## config.mk

```make
export PLATFORM = sky130hd
export DESIGN_NAME = pitm_mul
export DESIGN_NICKNAME = d
export VERILOG_FILES = /design/src/design/pitm_pkg.sv /design/src/design/pitm_mul.sv
export SDC_FILE = /design/constraint.sdc
export NUM_CORES = 2
export LEC_CHECK = 0
export BUFFER_PORTS_ARGS = -buffer_cell sky130_fd_sc_hd__buf_2
export CORE_ASPECT_RATIO = 0.5
export CORE_UTILIZATION = 54
export CTS_BUF_LIST = sky130_fd_sc_hd__clkbuf_2 sky130_fd_sc_hd__clkbuf_4 sky130_fd_sc_hd__clkbuf_8
export DETAILED_ROUTE_END_ITERATION = 6
export PLACE_DENSITY = 0.8
export REMOVE_ABC_BUFFERS = 1
export SLEW_MARGIN = 10
export SYNTH_ARGS = -nofsm -noshare
export SYNTH_HDL_FRONTEND = slang
export SYNTH_SLANG_ARGS = --single-unit
```

## constraint.sdc

```tcl
create_clock -name clk -period 17.4 [get_ports clk]
set_input_delay 1.74 -clock clk [delete_from_list [all_inputs] [get_ports clk]]
set_output_delay 1.74 -clock clk [all_outputs]
set_load 0.01 [all_outputs]
```

## src/design/pitm_pkg.sv

```systemverilog
// Shared constants for the point-in-triangle test pipeline.
package pitm_pkg;

  localparam int COORD_WIDTH_DEF = 32;
  localparam int LIMB_WIDTH      = 24;
  localparam int MUL_STAGES      = 5;

endpackage

```

## src/design/pitm_mul.sv

```systemverilog
// Pipelined signed multiplier: sign-magnitude, limb partial products, two summing stages.
module pitm_mul #(
  parameter int OP_WIDTH = pitm_pkg::COORD_WIDTH_DEF + 1
) (
  input  logic                             clk,
  input  logic [pitm_pkg::MUL_STAGES-1:0]  en,
  input  logic signed [OP_WIDTH-1:0]       a,
  input  logic signed [OP_WIDTH-1:0]       b,
  output logic signed [2*OP_WIDTH-1:0]     p
);
  import pitm_pkg::*;

  localparam int NL  = (OP_WIDTH + LIMB_WIDTH - 1) / LIMB_WIDTH;
  localparam int MW  = NL * LIMB_WIDTH;
  localparam int PPW = 2 * LIMB_WIDTH;
  localparam int RW  = LIMB_WIDTH * (NL + 1) + 1;
  localparam int TW  = 2 * MW;
  localparam int PW  = 2 * OP_WIDTH;

  logic [OP_WIDTH-1:0] abs_a, abs_b;
  logic [MW-1:0]       mag_a_r, mag_b_r;
  logic                neg_r [MUL_STAGES-1];
  logic [PPW-1:0]      pp_nxt [NL][NL];
  logic [PPW-1:0]      pp_r   [NL][NL];
  logic [RW-1:0]       row_nxt [NL];
  logic [RW-1:0]       row_r   [NL];
  logic [TW-1:0]       tot_nxt, tot_r;
  logic [PW-1:0]       mag_p;
  logic signed [PW-1:0] p_nxt, p_r;

  assign abs_a = a[OP_WIDTH-1] ? OP_WIDTH'(-a) : OP_WIDTH'(a);
  assign abs_b = b[OP_WIDTH-1] ? OP_WIDTH'(-b) : OP_WIDTH'(b);

  always_comb begin
    for (int i = 0; i < NL; i++) begin
      for (int j = 0; j < NL; j++) begin
        pp_nxt[i][j] = mag_a_r[i*LIMB_WIDTH +: LIMB_WIDTH] * mag_b_r[j*LIMB_WIDTH +: LIMB_WIDTH];
      end
    end
  end

  always_comb begin
    for (int i = 0; i < NL; i++) begin
      row_nxt[i] = '0;
      for (int j = 0; j < NL; j++) begin
        row_nxt[i] = row_nxt[i] + (RW'(pp_r[i][j]) << (LIMB_WIDTH * j));
      end
    end
  end

  always_comb begin
    tot_nxt = '0;
    for (int i = 0; i < NL; i++) begin
      tot_nxt = tot_nxt + (TW'(row_r[i]) << (LIMB_WIDTH * i));
    end
  end

  assign mag_p = tot_r[PW-1:0];
  assign p_nxt = neg_r[MUL_STAGES-2] ? -mag_p : mag_p;

  always_ff @(posedge clk) begin
    if (en[0]) begin
      mag_a_r  <= MW'(abs_a);
      mag_b_r  <= MW'(abs_b);
      neg_r[0] <= a[OP_WIDTH-1] ^ b[OP_WIDTH-1];
    end
    if (en[1]) begin
      pp_r     <= pp_nxt;
      neg_r[1] <= neg_r[0];
    end
    if (en[2]) begin
      row_r    <= row_nxt;
      neg_r[2] <= neg_r[1];
    end
    if (en[3]) begin
      tot_r    <= tot_nxt;
      neg_r[3] <= neg_r[2];
    end
    if (en[4]) begin
      p_r <= p_nxt;
    end
  end

  assign p = p_r;

endmodule

```

==> results.md <==
* Result of the run: complete, no violations
* Critical Path Fanout Max at 33
* Crit path capture type: flop
* Setup Buffers After CTS at 0
* Number of instances resized during post-cts repair at 0
* Unrepaired setup endpoints after global routing: false
* R2r startpoint: mag_b_r[2]$_DFFE_PP_
* IO Count at 138
* Effective utilization at floorplan at 54.65%
* Startpoint-to-endpoint class of the critical path: flop to flop
* Number of cells on the worst reg-to-reg path at 23
* Maxcap violations at 0
* Register area share after synthesis at 24.33%
* Total iterations of the first detailed-routing run at 6
* Critical path arrival at 9180 ps
* Most common flop cell mapped by yosys: sky130_fd_sc_hd__edfxtp_1
* Endpoints failing hold at 0
* Hold WC Path Type: flop to flop
* Floorplan row count at 81
* Worst relative slew slack at 22.09%
* Horizontal die dimension at 447.4 microns
* Number of enable-type register cells in the synthesized netlist at 434
* Number of sinks driven by the clock tree at 434
* Clock-pin slew reported for the worst setup and hold paths after clock tree synthesis at 60 ps
* Yosys Warn Count at 0
* End point of the most critical hold path: row_r[89]$_DFFE_PP_
* Post-synthesis adder-cell area fraction at 40.65%
* Synthesized area per cell at 10.10 sq um
* Estimated wirelength of the detail-placed design at 99330 microns
* Setup TNS at 0 ps
* Minimum setup slack in the final design at 8689 ps
* Cell Chain, Critical Path: and2_1, fa_1, fa_1, inv_1, fa_1, inv_1, fa_1, inv_1, fa_1, inv_1, fa_1, inv_1, fa_1, inv_1, ha_1, nand2_1, o41ai_1, a31oi_1, o41ai_1, a2111oi_0, o211ai_1, o211ai_1, xnor2_1
* Transition time at the pin with the least slew margin at 1169 ps
* Post-synthesis async set-or-reset flop share at 0%
* Mapped cell area at 0.05356 sq mm
* Post-detailed-route via-to-cell ratio at 5.639
* Commonest non-fill, non-tap cells in the layout: 932 x sky130_fd_sc_hd__inv_1, 845 x sky130_fd_sc_hd__fa_1, 724 x sky130_fd_sc_hd__nand2_1, 505 x sky130_fd_sc_hd__and2_1, 434 x sky130_fd_sc_hd__edfxtp_1
* Die footprint at 0.1005 sq mm
* Number of DRC markers after the initial detailed-route iteration at 3292
* R2r setup slk at 8690 ps
* Congestion Overflow GR at 0
* Final Wtd Congestion at 0.9439
* Layout cells sized above 1 at 6.422%
* Worst clock skew at 79.45 ps
* Number of input and output port buffers inserted at 137
* First-pass GRT wire length at 210400 microns
* Worst Hold Depth at 0
* Parity-gate share of the synthesized area counting xor and xnor cells at 5.151%
* Basic-gate share of the synthesized area counting and, or, nand and nor cells at 14.66%
* Area fraction in compound gates after synthesis at 7.036%
* Largest net degree at the start of global routing at 78
* Final period utilization at 50.07%
* CTS root buffer: sky130_fd_sc_hd__clkbuf_8
* Hold Startpoint: pp_r[160]$_DFFE_PP_
* Mux cell area share after synthesis at 0.01869%
* H-tree depth at 3
* Final instance count without filler cells at 6743
* Number of antenna violations at the first check in global routing at 24
* Number of placed instances, taps included at 6609
* Count of mapped cells out of synthesis at 5304
* Slowest stage cell, crit path: sky130_fd_sc_hd__edfxtp_1
* Slowest cell delay on critical path at 1120 ps
* Buffer depth of the longest clock path at 3
* Top Family by Delay on Critical Path: adder cells
* Most common library cell in the layout ignoring fill and taps: sky130_fd_sc_hd__inv_1
* Library cell appearing most often on the critical path: sky130_fd_sc_hd__fa_1
* Die Y-Extent at 224.7 microns
* CTS Buf Count at 69
* TritonCTS clock tree: yes
* Library cells used by synthesis at 69
* Clk_lat worst skew at 760 ps
* Number of endpoints failing setup at the final stage at 0
* Core box area at 0.09800 sq mm
* Final min period at 8711 ps
* Via total after detailed routing at 38.02k
* Final Routed Wirelength at 130600 microns
* Fmax at 0.1148 GHz
* Largest family of logic cells by synthesized area: adder cells
* WL per Instance at 19.36 microns
* Terminus of the critical flop-to-flop path: pp_r[190]$_DFFE_PP_
* Placement Setup Slack at 8668 ps
* Global-route usage over all layers at 26.72%
* Hold buffers post-CTS at 0
* P&R area growth vs syn at 6.471%
* Antenna Violating Nets Remaining at 0
* Setup crit start kind: flop
* Req. time, crit path at 17870 ps
* # nets final at 6658
* Flip-flop and latch count after synthesis at 434
* Vias in the first global route at 40.29k
* Post-route DRC at 0
* Crit path buf inv count at 6
* Final number of max-transition violations at 0
state kept, by name, indices dropped and copies added (netlist names):
register and flops:
row_r 100, neg_r 4, mag_b_r 33, pp_r 132
tot_r 66, p 66, mag_a_r 33
stage by stage:
step | area, sq um | utilization [%] | hold slack, ps
after global placement | 55580 | 56.71 | 400.7
after floorplan | 52690 | - | 400.3
after global routing | 57010 | 58.17 | 402.2
after detailed placement | 55580 | 56.71 | 404.5
final | 57030 | 58.19 | 406.3
after CTS | 56970 | 58.13 | 405.9
cell families after synthesis:
family	after synthesis
fa+ha+maj	1233
simple gates	1582
compound gates	575
xor+xnor	315
mux	1
flops	434
buf+inv	1164
cell type report:
type | count | area [sq um]
clock inverter | 35 | 312.8
antenna | 12 | 30.03
timing repair buffer | 210 | 1256
sequential | 434 | 13030
tap | 1328 | 1662
clock buffer | 86 | 1077
multi-input combinational | 3706 | 36160
fill | 7898 | 40980
inverter | 932 | 3498
worst reg2reg max path: stages (launching register included):
cell and delay [ps]:
sky130_fd_sc_hd__edfxtp_1 1120, sky130_fd_sc_hd__and2_1 280, sky130_fd_sc_hd__fa_1 440, sky130_fd_sc_hd__fa_1 550, sky130_fd_sc_hd__inv_1 70, sky130_fd_sc_hd__fa_1 530
sky130_fd_sc_hd__inv_1 50, sky130_fd_sc_hd__fa_1 490, sky130_fd_sc_hd__inv_1 50, sky130_fd_sc_hd__fa_1 520, sky130_fd_sc_hd__inv_1 50, sky130_fd_sc_hd__fa_1 470
sky130_fd_sc_hd__inv_1 50, sky130_fd_sc_hd__fa_1 480, sky130_fd_sc_hd__inv_1 40, sky130_fd_sc_hd__ha_1 440, sky130_fd_sc_hd__nand2_1 110, sky130_fd_sc_hd__o41ai_1 570
sky130_fd_sc_hd__a31oi_1 320, sky130_fd_sc_hd__o41ai_1 860, sky130_fd_sc_hd__a2111oi_0 390, sky130_fd_sc_hd__o211ai_1 280, sky130_fd_sc_hd__o211ai_1 140, sky130_fd_sc_hd__xnor2_1 140
synthesized netlist by cell type (38+ instances only):
master | number | share of area (%)
sky130_fd_sc_hd__a21o_1 | 83 | 1.2
sky130_fd_sc_hd__a21oi_1 | 152 | 1.4
sky130_fd_sc_hd__and2_1 | 505 | 5.9
sky130_fd_sc_hd__clkbuf_1 | 227 | 1.6
sky130_fd_sc_hd__edfxtp_1 | 434 | 24
sky130_fd_sc_hd__fa_1 | 845 | 32
sky130_fd_sc_hd__ha_1 | 388 | 9.1
sky130_fd_sc_hd__inv_1 | 932 | 6.5
sky130_fd_sc_hd__nand2_1 | 724 | 5.1
sky130_fd_sc_hd__nand3_1 | 50 | 0.47
sky130_fd_sc_hd__nor2_1 | 99 | 0.69
sky130_fd_sc_hd__o21ai_0 | 118 | 1.1
sky130_fd_sc_hd__o31ai_1 | 38 | 0.53
sky130_fd_sc_hd__xnor2_1 | 259 | 4.2
sky130_fd_sc_hd__xor2_1 | 56 | 0.92
how the worst max path moves through the flow:
| stage | depth (start not counted) | slack, ps | endpoint | startpoint |
|---|---|---|---|---|
| CTS | 24 | 8600 | pp_r[190]$_DFFE_PP_ | mag_b_r[3]$_DFFE_PP_ |
| detailed placement | 24 | 8670 | pp_r[190]$_DFFE_PP_ | mag_b_r[3]$_DFFE_PP_ |
| global placement | 24 | 8720 | pp_r[190]$_DFFE_PP_ | mag_b_r[3]$_DFFE_PP_ |
| floorplan | 24 | 10180 | pp_r[190]$_DFFE_PP_ | mag_b_r[3]$_DFFE_PP_ |
| finish | 23 | 8690 | pp_r[190]$_DFFE_PP_ | mag_b_r[2]$_DFFE_PP_ |
| global route | 23 | 8280 | pp_r[190]$_DFFE_PP_ | mag_b_r[2]$_DFFE_PP_ |
per-layer routing:
metal | share of wire (%) | up-vias | global-route usage [%]
met4 | 3.0 | 10 | 8.506
met5 | 0.044 | - | 0
met3 | 12 | 387 | 7.425
li1 | - | 16890 | -
met1 | 40 | 18920 | 35.94
met2 | 45 | 1819 | 42.08
Power is not shown: default switching activity piles up to over one toggle a cycle in this logic, so the estimate is an artifact.
